===== src/rtl/wpa_pkg.sv =====
`timescale 1ns / 1ps
`default_nettype none
// ----------------------------------------------------------------------------
// wpa_pkg
// Shared types and constants for the windowed point average block.
// ----------------------------------------------------------------------------
package wpa_pkg;

    localparam int COORD_W = 20;
    localparam int SUM_W   = 26;   // coordinate plus growth for up to 64 slots
    localparam int CNT_W   = 6;
    localparam int LIM_W   = 19;
    localparam int REG_W   = 3;

    typedef logic signed [COORD_W-1:0] t_coord;
    typedef logic signed [SUM_W-1:0]   t_sum;

    localparam logic [REG_W-1:0] REG_LIM_X   = 3'd0;
    localparam logic [REG_W-1:0] REG_LIM_Y   = 3'd1;
    localparam logic [REG_W-1:0] REG_LIM_Z   = 3'd2;
    localparam logic [REG_W-1:0] REG_MIN_CNT = 3'd3;
    localparam logic [REG_W-1:0] REG_SHIFT_X = 3'd4;
    localparam logic [REG_W-1:0] REG_DEFAULT = 3'd5;

    typedef enum logic [2:0] {
        S_IDLE,
        S_SUM1,
        S_DIV1,
        S_MARK,
        S_SUM3,
        S_DIV3,
        S_OUT
    } t_state;

    typedef struct packed {
        logic             start;
        logic [CNT_W-1:0] divisor;
    } t_div_req;

endpackage
`default_nettype wire


===== src/rtl/wpa_ram.sv =====
`timescale 1ns / 1ps
`default_nettype none
// ----------------------------------------------------------------------------
// wpa_ram
// Generic single-write, single-read RAM with registered read data.
// ----------------------------------------------------------------------------
module wpa_ram #(
    parameter int WIDTH = 60,
    parameter int DEPTH = 6
) (
    input  wire logic                     i_clk,
    input  wire logic                     i_we,
    input  wire logic [$clog2(DEPTH)-1:0] i_waddr,
    input  wire logic [WIDTH-1:0]         i_wdata,
    input  wire logic [$clog2(DEPTH)-1:0] i_raddr,
    output logic      [WIDTH-1:0]         o_rdata
);

    logic [WIDTH-1:0] r_mem [DEPTH];

    always_ff @(posedge i_clk) begin
        if (i_we) begin
            r_mem[i_waddr] <= i_wdata;
        end
        o_rdata <= r_mem[i_raddr];
    end

endmodule
`default_nettype wire


===== src/rtl/wpa_div.sv =====
`timescale 1ns / 1ps
`default_nettype none
// ----------------------------------------------------------------------------
// wpa_div
// Three-lane restoring divider, one quotient bit per cycle, truncating
// toward zero. All lanes share one unsigned divisor.
// ----------------------------------------------------------------------------
module wpa_div (
    input  wire logic              i_clk,
    input  wire logic              i_rst_n,
    input  wire wpa_pkg::t_div_req i_req,
    input  wire wpa_pkg::t_sum     i_num [3],
    output logic                   o_done,
    output wpa_pkg::t_coord        o_quot [3]
);

    localparam int SW = wpa_pkg::SUM_W;
    localparam int CW = wpa_pkg::CNT_W;
    localparam int NW = $clog2(SW + 1);

    logic          r_busy;
    logic [NW-1:0] r_cnt;
    logic [CW-1:0] r_d;
    logic [CW-1:0] r_rem [3];
    logic [SW-1:0] r_q   [3];
    logic          r_neg [3];

    always_ff @(posedge i_clk) begin
        if (!i_rst_n) begin
            r_busy <= 1'b0;
            r_cnt  <= '0;
            o_done <= 1'b0;
        end else begin
            o_done <= 1'b0;
            if (i_req.start) begin
                r_busy <= 1'b1;
                r_cnt  <= NW'(SW);
                r_d    <= i_req.divisor;
            end else if (r_busy) begin
                r_cnt <= r_cnt - 1'b1;
                if (r_cnt == NW'(1)) begin
                    r_busy <= 1'b0;
                    o_done <= 1'b1;
                end
            end
        end
    end

    for (genvar g = 0; g < 3; g++) begin : g_lane
        logic [CW:0] w_sh;
        logic        w_ge;
        assign w_sh = {r_rem[g], r_q[g][SW-1]};
        assign w_ge = (w_sh >= {1'b0, r_d});

        always_ff @(posedge i_clk) begin
            if (i_req.start) begin
                r_rem[g] <= '0;
                r_neg[g] <= i_num[g][SW-1];
                r_q[g]   <= i_num[g][SW-1] ? SW'(-i_num[g]) : SW'(i_num[g]);
            end else if (r_busy) begin
                r_rem[g] <= w_ge ? CW'(w_sh - {1'b0, r_d}) : w_sh[CW-1:0];
                r_q[g]   <= {r_q[g][SW-2:0], w_ge};
            end
        end

        assign o_quot[g] = r_neg[g] ? -r_q[g][wpa_pkg::COORD_W-1:0]
                                    :  r_q[g][wpa_pkg::COORD_W-1:0];
    end

endmodule
`default_nettype wire


===== src/rtl/windowed_point_average_outlier_reject.sv =====
`timescale 1ns / 1ps
`default_nettype none
// ----------------------------------------------------------------------------
// windowed_point_average_outlier_reject
// 3D point ring history with mean, inlier marking and inlier mean.
// ----------------------------------------------------------------------------
// Sequence: clear and warm-up samples go straight to the output register;
//   filtered samples first pass three sequential history sweeps through the
//   slot RAM read port and two 26-bit bit-serial divisions, each launched by
//   a start strobe and ended by a done strobe.
// Flow: one transaction at a time; the next is taken once the result is
//   parked in the output register.
// Reset: synchronous active low; history empty, not ready, registers at defaults.
// ----------------------------------------------------------------------------
module windowed_point_average_outlier_reject #(
    parameter int HISTORY_DEPTH = 6
) (
    input  wire logic         i_clk,
    input  wire logic         i_rst_n,
    // x[19:0], y[39:20], z[59:40], point_valid[60], zero pad
    input  wire logic [63:0]  s_tdata,
    input  wire logic         s_tuser,    // command: 0 store, 1 clear
    input  wire logic         s_tvalid,
    output logic              s_tready,
    // avg_x[20:0] avg_y[40:21] avg_z[60:41] cur_x[81:61] cur_y[101:82]
    // cur_z[121:102] inlier_count[127:122] stable[128], zero pad
    output logic [135:0]      m_tdata,
    output logic              m_tvalid,
    input  wire logic         m_tready,
    input  wire logic         psel,
    input  wire logic         penable,
    input  wire logic         pwrite,
    input  wire logic [4:0]   paddr,
    input  wire logic [31:0]  pwdata,
    output logic [31:0]       prdata,
    output logic              pready
);

    localparam int D  = HISTORY_DEPTH;
    localparam int AW = $clog2(D);
    localparam int IW = $clog2(D + 1);
    localparam int CW = wpa_pkg::CNT_W;
    localparam int XW = wpa_pkg::COORD_W;
    localparam int SW = wpa_pkg::SUM_W;
    localparam int LW = wpa_pkg::LIM_W;

    // ---------------- configuration registers ----------------
    logic [LW-1:0]   r_lim_x, r_lim_y, r_lim_z;
    logic [CW-1:0]   r_min_cnt;
    wpa_pkg::t_coord r_shift_x, r_default;
    logic [wpa_pkg::REG_W-1:0] w_reg;

    assign pready = 1'b1;
    assign w_reg  = paddr[4:2];

    always_ff @(posedge i_clk) begin
        if (!i_rst_n) begin
            r_lim_x   <= LW'(4800);
            r_lim_y   <= LW'(1600);
            r_lim_z   <= LW'(320);
            r_min_cnt <= CW'(2);
            r_shift_x <= '0;
            r_default <= '0;
        end else if (psel && penable && pwrite) begin
            case (w_reg)
                wpa_pkg::REG_LIM_X:   r_lim_x   <= pwdata[LW-1:0];
                wpa_pkg::REG_LIM_Y:   r_lim_y   <= pwdata[LW-1:0];
                wpa_pkg::REG_LIM_Z:   r_lim_z   <= pwdata[LW-1:0];
                wpa_pkg::REG_MIN_CNT: r_min_cnt <= pwdata[CW-1:0];
                wpa_pkg::REG_SHIFT_X: r_shift_x <= pwdata[XW-1:0];
                wpa_pkg::REG_DEFAULT: r_default <= pwdata[XW-1:0];
                default: ;
            endcase
        end
    end

    always_comb begin
        case (w_reg)
            wpa_pkg::REG_LIM_X:   prdata = {13'd0, r_lim_x};
            wpa_pkg::REG_LIM_Y:   prdata = {13'd0, r_lim_y};
            wpa_pkg::REG_LIM_Z:   prdata = {13'd0, r_lim_z};
            wpa_pkg::REG_MIN_CNT: prdata = {26'd0, r_min_cnt};
            wpa_pkg::REG_SHIFT_X: prdata = {12'd0, r_shift_x};
            wpa_pkg::REG_DEFAULT: prdata = {12'd0, r_default};
            default:              prdata = '0;
        endcase
    end

    // ---------------- sequencer state ----------------
    wpa_pkg::t_state r_state, n_state;
    logic [IW-1:0]   r_wi;          // 0..D, D means wrap pending
    logic            r_ready;
    logic [D-1:0]    r_valid;       // slot valid bits
    logic [D-1:0]    r_inl;         // slot inlier marks
    wpa_pkg::t_coord r_mean [3];
    logic [CW-1:0]   r_inl_cnt;
    wpa_pkg::t_coord r_cur_x, r_cur_y, r_cur_z;
    logic [IW-1:0]   r_idx;         // read issue index of the sweep
    logic [AW-1:0]   r_pidx;        // slot whose data is on the RAM output
    wpa_pkg::t_sum   r_sum [3];
    logic [CW-1:0]   r_n;
    logic            r_div_go;      // launch divider once the last slot is summed

    logic            w_acc, w_store, w_wrap, w_sweep, w_have, w_last, w_div_done;
    logic            w_out_load;
    logic [AW-1:0]   w_waddr;
    logic [3*XW-1:0] w_rdata;
    wpa_pkg::t_coord w_sx, w_sy, w_sz;
    wpa_pkg::t_coord w_quot [3];
    wpa_pkg::t_div_req w_div;

    assign s_tready = (r_state == wpa_pkg::S_IDLE);
    assign w_acc    = s_tvalid && s_tready;
    assign w_store  = w_acc && !s_tuser;
    assign w_wrap   = (r_wi == IW'(D));
    assign w_waddr  = w_wrap ? '0 : r_wi[AW-1:0];

    assign w_sweep  = (r_state == wpa_pkg::S_SUM1) || (r_state == wpa_pkg::S_MARK)
                   || (r_state == wpa_pkg::S_SUM3);
    assign w_have   = w_sweep && (r_idx != '0);
    assign w_last   = (r_idx == IW'(D));
    assign w_out_load = (r_state == wpa_pkg::S_OUT) && (!m_tvalid || m_tready);

    wpa_ram #(.WIDTH(3 * XW), .DEPTH(D)) u_slots (
        .i_clk   (i_clk),
        .i_we    (w_store),
        .i_waddr (w_waddr),
        .i_wdata ({s_tdata[59:40], s_tdata[39:20], s_tdata[19:0]}),
        .i_raddr (w_last ? '0 : r_idx[AW-1:0]),
        .o_rdata (w_rdata)
    );

    assign w_sx = w_rdata[XW-1:0];
    assign w_sy = w_rdata[2*XW-1:XW];
    assign w_sz = w_rdata[3*XW-1:2*XW];

    // the last slot lands in the sums at the sweep's final edge, so the
    // divider starts on the first divide cycle
    assign w_div.start   = r_div_go;
    assign w_div.divisor = r_n;

    wpa_div u_div (
        .i_clk   (i_clk),
        .i_rst_n (i_rst_n),
        .i_req   (w_div),
        .i_num   (r_sum),
        .o_done  (w_div_done),
        .o_quot  (w_quot)
    );

    // per-axis strict distance test against the first mean
    logic signed [XW:0] w_dx, w_dy, w_dz;
    logic        [XW:0] w_ax, w_ay, w_az;
    logic               w_is_inl;
    assign w_dx = {w_sx[XW-1], w_sx} - {r_mean[0][XW-1], r_mean[0]};
    assign w_dy = {w_sy[XW-1], w_sy} - {r_mean[1][XW-1], r_mean[1]};
    assign w_dz = {w_sz[XW-1], w_sz} - {r_mean[2][XW-1], r_mean[2]};
    assign w_ax = w_dx[XW] ? -w_dx : w_dx;
    assign w_ay = w_dy[XW] ? -w_dy : w_dy;
    assign w_az = w_dz[XW] ? -w_dz : w_dz;
    assign w_is_inl = (w_ax < {2'b00, r_lim_x}) && (w_ay < {2'b00, r_lim_y})
                   && (w_az < {2'b00, r_lim_z});

    always_comb begin
        n_state = r_state;
        case (r_state)
            wpa_pkg::S_IDLE: begin
                if (w_acc) begin
                    n_state = (w_store && (r_ready || w_wrap)) ? wpa_pkg::S_SUM1
                                                               : wpa_pkg::S_OUT;
                end
            end
            wpa_pkg::S_SUM1: if (w_last) n_state = wpa_pkg::S_DIV1;
            wpa_pkg::S_DIV1: if (w_div_done) n_state = wpa_pkg::S_MARK;
            wpa_pkg::S_MARK: if (w_last) n_state = wpa_pkg::S_SUM3;
            wpa_pkg::S_SUM3: if (w_last) n_state = wpa_pkg::S_DIV3;
            wpa_pkg::S_DIV3: if (w_div_done) n_state = wpa_pkg::S_OUT;
            wpa_pkg::S_OUT:  if (w_out_load) n_state = wpa_pkg::S_IDLE;
            default:         n_state = wpa_pkg::S_IDLE;
        endcase
    end

    always_ff @(posedge i_clk) begin
        if (!i_rst_n) begin
            r_state <= wpa_pkg::S_IDLE;
        end else begin
            r_state <= n_state;
        end
    end

    // history bookkeeping, sweeps and means
    always_ff @(posedge i_clk) begin
        if (!i_rst_n) begin
            r_wi      <= '0;
            r_ready   <= 1'b0;
            r_valid   <= '0;
            r_inl     <= '0;
            r_inl_cnt <= '0;
            r_idx     <= '0;
            r_div_go  <= 1'b0;
            for (int a = 0; a < 3; a++) r_mean[a] <= '0;
        end else begin
            r_div_go <= w_last && ((r_state == wpa_pkg::S_SUM1)
                                || (r_state == wpa_pkg::S_SUM3));

            if (w_acc) begin
                r_idx <= '0;
                r_n   <= '0;
                for (int a = 0; a < 3; a++) r_sum[a] <= '0;
                if (s_tuser) begin
                    // clear: slots go invalid; their stale contents are never used
                    r_ready <= 1'b0;
                    r_valid <= '0;
                    r_inl   <= '0;
                    r_cur_x <= r_default;
                    r_cur_y <= r_default;
                    r_cur_z <= r_default;
                end else begin
                    if (w_wrap) r_ready <= 1'b1;
                    r_wi <= IW'(w_waddr) + 1'b1;
                    r_valid[w_waddr] <= s_tdata[60];
                    r_cur_x <= s_tdata[19:0];
                    r_cur_y <= s_tdata[39:20];
                    r_cur_z <= s_tdata[59:40];
                end
            end

            if (w_sweep) begin
                r_idx  <= w_last ? '0 : r_idx + 1'b1;
                r_pidx <= r_idx[AW-1:0];
            end

            if (r_state == wpa_pkg::S_MARK && r_idx == '0) begin
                r_inl_cnt <= '0;
            end

            if (w_have) begin
                case (r_state)
                    wpa_pkg::S_MARK: begin
                        if (r_valid[r_pidx]) begin
                            r_inl[r_pidx] <= w_is_inl;
                            if (w_is_inl) r_inl_cnt <= r_inl_cnt + 1'b1;
                        end
                    end
                    default: begin
                        if (r_valid[r_pidx] &&
                            (r_state == wpa_pkg::S_SUM1 || r_inl[r_pidx])) begin
                            r_sum[0] <= r_sum[0] + SW'(w_sx);
                            r_sum[1] <= r_sum[1] + SW'(w_sy);
                            r_sum[2] <= r_sum[2] + SW'(w_sz);
                            r_n      <= r_n + 1'b1;
                        end
                    end
                endcase
            end

            if (r_state == wpa_pkg::S_MARK && w_last) begin
                r_n <= '0;
                for (int a = 0; a < 3; a++) r_sum[a] <= '0;
            end

            if (w_div_done) begin
                // empty average falls back to the default point
                for (int a = 0; a < 3; a++) begin
                    r_mean[a] <= (r_n == '0) ? r_default : w_quot[a];
                end
            end
        end
    end

    // output register: result parks here while the next transaction is taken
    logic signed [XW:0] w_avg_x, w_cx;
    assign w_avg_x = {r_mean[0][XW-1], r_mean[0]} + {r_shift_x[XW-1], r_shift_x};
    assign w_cx    = {r_cur_x[XW-1], r_cur_x} + {r_shift_x[XW-1], r_shift_x};

    always_ff @(posedge i_clk) begin
        if (!i_rst_n) begin
            m_tvalid <= 1'b0;
        end else if (w_out_load) begin
            m_tvalid <= 1'b1;
        end else if (m_tready) begin
            m_tvalid <= 1'b0;
        end
    end

    always_ff @(posedge i_clk) begin
        if (w_out_load) begin
            m_tdata <= {7'd0, r_ready && (r_inl_cnt > r_min_cnt), r_inl_cnt,
                        r_cur_z, r_cur_y, w_cx, r_mean[2], r_mean[1], w_avg_x};
        end
    end

    // ---------------- assertions ----------------
    a_wi_range: assert property (@(posedge i_clk) disable iff (!i_rst_n)
        r_wi <= IW'(D))
        else $error("write index past history depth");

    a_cnt_range: assert property (@(posedge i_clk) disable iff (!i_rst_n)
        r_inl_cnt <= CW'(D))
        else $error("inlier count above history depth");

    a_busy_after_acc: assert property (@(posedge i_clk) disable iff (!i_rst_n)
        (s_tvalid && s_tready) |=> !s_tready)
        else $error("second transaction taken while one is in flight");

    a_div_in_div_state: assert property (@(posedge i_clk) disable iff (!i_rst_n)
        w_div_done |-> (r_state == wpa_pkg::S_DIV1 || r_state == wpa_pkg::S_DIV3))
        else $error("divider finished outside a divide step");

endmodule
`default_nettype wire

===== config.mk =====
export PLATFORM = sky130hd
export DESIGN_NAME = windowed_point_average_outlier_reject
export DESIGN_NICKNAME = d
export VERILOG_FILES = /design/src/rtl/wpa_pkg.sv /design/src/rtl/wpa_ram.sv /design/src/rtl/wpa_div.sv /design/src/rtl/windowed_point_average_outlier_reject.sv
export SDC_FILE = /design/constraint.sdc
export NUM_CORES = 2
export LEC_CHECK = 0
export BUFFER_PORTS_ARGS = -buffer_cell sky130_fd_sc_hd__buf_2
export CORE_MARGIN = 2
export CORE_UTILIZATION = 35
export DETAILED_ROUTE_END_ITERATION = 8
export SLEW_MARGIN = 10
export SYNTH_ARGS = -nofsm -noshare
export SYNTH_HDL_FRONTEND = slang
export SYNTH_SLANG_ARGS = --single-unit

===== constraint.sdc =====
create_clock -name i_clk -period 14.56 [get_ports i_clk]
set_input_delay 0.728 -clock i_clk [delete_from_list [all_inputs] [get_ports i_clk]]
set_output_delay 0.728 -clock i_clk [all_outputs]
set_load 0.02 [all_outputs]

==> out/metrics.cfg <==
[outcome]
status=complete, no violations

[timing]
drv_slew=0
fin_crit_ns=6.752
relSlewSlack_pct=10.41
rsz0062_at_grt=false
fin_skew_ns=0.07890
period_share_pct=46.38
setup_tns_ns=0
tightest_slew_ns=1.330
setup_viol=0
hold_violations=0
clock.fmax_mhz=148.1

[route]
post_drt_via_cell_ratio=5.490
wl_met3_um=12620
vias=39961
wl_met1_um=70370
wl_per_cell_um=22.85
firstDrtPassIters=6
ant_nets=0
route.detailed.drc=0
topRoutingLayerUsed=met5
wl_met2_um=76480
drt-total-wl_um=166300
drt_iter0_drc=3803

[grt]
overflow=0
antenna_found_initial=41
grt_use_total_pct=21.09
grt_pass1_vias=37223
grt_max_degree=99
grt_pass1_wl_um=241800

[die]
dieHeight_um=392.4
io_pins=280
core_um2=149800
die_x_um=392.4
initial_utilization_pct=35.25
rows=142
dieArea_um2=154000

[clock_tree]
cts_hold_buffers=0
cts_tree=built
insertion_delay_ns=0.76
root_buffer=clkbuf_16
numCtsBuffers=106
cts_setup_buffers=0
h-tree-depth=3
clock_path_buffers=3
clkTransAtPathRegs_ns=0.07
post_cts_resized=0
clock-sinks=1001

[worst_setup_path]
critPathMaxFanout=8
reg2reg_depth=23
reg2reg_slack_ns=7.81
worst_setup_path_start_kind=flip-flop
critPathKind=reg -> reg
crit_path_end_kind=flip-flop
crit_required_ns=15.24
cp.arrival_ns=7.44

[layout]
regArea_um2=28070
fillers=14403
multi_input_area_um2=22800
synthToLayoutAreaGrowth_pct=13.14
nNetsFinal=5550
drive_gt1_share_pct=11.08

[logic_synthesis]
yosysTopAreaCell=edfxtp_1
synth_seq_cells=1001
yosysWarningCount=0
postSynthAreaPerCell_um2=10.55
syn_area_um2=52800
ys_seq_area_share_pct=53.14
synth_cells=5006
synth_enable_flop_cells=801
yosys_most_used_dff=edfxtp_1
yosys.area.top_type_share_pct=45.56
synth-async-reset-ratio_pct=0
synthDistinctLibCells=90
synth.area.top_cells=edfxtp_1, dfxtp_1, ha_1

[placement]
finalWeightedCongestion=0.9199
hpwl_um=120200
portBuffers=242

[pwr]
switchingPower_w=0.004242
switching_share_pct=38.20
power_w=0.01111
cellPowerDensity_nw_per_um2=185.9
p_seq_share_pct=34.4
internal_power_w=0.006863
comb_power_share_pct=39.5
clkPwrFrac_pct=26.1
ir_drop_mv=0.1040
leakagePower_nw=21.68

[min_path]
hold_path_depth=3
hp-class=in -> reg

[job]
cap_violations=0

-- kinds of logic after synthesis --
| group | after synthesis | synth area share [%] |
|---|---|---|
| simple gates | 1391 | 12.43 |
| flops | 1001 | 53.14 |
| other cells | 2 | 0.01422 |
| xor+xnor | 309 | 5.154 |
| mux | 140 | 2.810 |
| compound gates | 1345 | 15.71 |
| buf+inv | 540 | 3.998 |
| fa+ha+maj | 278 | 6.744 |
-- worst paths after layout --
| kind | endpoint | startpoint |
|---|---|---|
| max | r_inl_cnt[0]$_SDFF_PN0_ | u_slots.o_rdata[40]$_DFF_P_ |
| min | r_shift_x[19]$_SDFFE_PN0P_ | pwdata[19] |
| max reg2reg | r_inl_cnt[0]$_SDFF_PN0_ | u_slots.o_rdata[40]$_DFF_P_ |
| min reg2reg | m_tdata[121]$_DFFE_PP_ | r_cur_z[19]$_DFFE_PP_ |
-- cells in the final DEF, fill, tap and decap left out, drive strengths merged, types with 32 or more instances in the layout --
| cell | synthesis | final |
|---|---|---|
| nand2 | 534 | 534 |
| mux2 | 46 | 46 |
| inv | 286 | 290 |
| o21a | 32 | 32 |
| buf | 41 | 285 |
| or3 | 37 | 37 |
| clkbuf | 213 | 133 |
| nor2 | 300 | 300 |
| a21oi | 430 | 430 |
| dfxtp | 200 | 200 |
| nand3 | 108 | 108 |
| a31oi | 42 | 42 |
| clkinv | 0 | 44 |
| nor2b | 90 | 90 |
| nor3 | 74 | 74 |
| nand2b | 54 | 54 |
| a21o | 47 | 47 |
| mux2i | 92 | 92 |
| edfxtp | 801 | 801 |
| o31ai | 44 | 44 |
| xor2 | 178 | 178 |
| o21ai | 344 | 344 |
| xnor2 | 131 | 131 |
| a211oi | 57 | 57 |
| ha | 267 | 267 |
| a221oi | 36 | 36 |
| o22ai | 86 | 86 |
-- routing by layer --
layer  GRT usage (%)  vias to the layer above
met5               0                        -
met4           8.294                       22
met3           3.957                      306
met2           33.71                     1455
met1           28.18                    19519
li1                -                    18659
-- final cells by class --
type,count,share of cell area (%)
diodes,8,0.03351
flip-flops and latches,1001,46.98
inverters,286,1.801
clock inverters,67,1.410
multi-input cells,3483,38.16
clock buffers,133,4.815
well taps,2016,4.223
repair buffers,285,2.572
-- power by group through the flow --
stage	clock network (W)	registers [W]	logic, W
after floorplan	0	0.00367	0.00326
after global routing	0.00304	0.00383	0.00490
after CTS	0.00294	0.00382	0.00434
after detailed placement	0	0.00388	0.00431
final	0.00290	0.00382	0.00439
after global placement	0	0.00388	0.00425
-- flip-flops by register name (all words and copies together), names as in the netlist, 18 cells and up --
| name | count |
|---|---|
| r_default | 20 |
| u_slots.o_rdata | 60 |
| r_cur_x | 20 |
| r_lim_x | 19 |
| r_lim_y | 19 |
| m_tdata | 129 |
| u_slots.r_mem | 360 |
| r_shift_x | 20 |
| r_cur_z | 20 |
| r_mean | 60 |
| r_cur_y | 20 |
| r_lim_z | 19 |
| u_div.r_q | 78 |
| r_sum | 78 |
| u_div.r_rem | 18 |
-- Yosys cell counts, types with 56 or more instances --
master and number:
nor2_1 300, inv_1 286, clkbuf_1 213, nor2b_1 90, o22ai_1 86, ha_1 267, nor3_1 74, edfxtp_1 801
a21oi_1 430, xor2_1 176, o21ai_0 343, nand2_1 534, xnor2_1 131, dfxtp_1 200, a211oi_1 56, mux2i_1 92
nand3_1 108
-- worst max-delay path: stages, from the launching register on --
cell	delay (ns)
dfxtp_1	0.36
inv_1	0.08
ha_1	0.16
inv_1	0.05
fa_1	0.42
a211oi_2	0.37
o21ai_0	0.17
a311oi_1	0.49
o2111ai_1	0.24
nor3_1	0.33
and3_1	0.29
nand2_1	0.11
o31ai_1	0.31
xnor2_1	0.17
ha_1	0.27
nor2b_1	0.14
o311ai_0	0.46
o2111ai_1	0.18
a2111oi_0	0.48
nand4_1	0.15
or4b_4	0.67
or2_4	0.31
or3_1	0.30
a31oi_1	0.16
-- per-stage QoR --
stage | hold slack, ns | utilization, % | setup slack (ns) | cells | cell area, um^2
after floorplan | 0.4003 | - | 6.584 | 5024 | 52870
after global placement | 0.4028 | 37.39 | 7.904 | 7071 | 56000
after detailed placement | 0.4045 | 37.39 | 7.798 | 7071 | 56000
after CTS | 0.1719 | 39.87 | 7.815 | 7271 | 59720
after global routing | 0.2059 | 39.87 | 7.468 | 7273 | 59720
final | 0.2295 | 39.88 | 7.808 | 7279 | 59740
(Power assumes the default switching activity.)
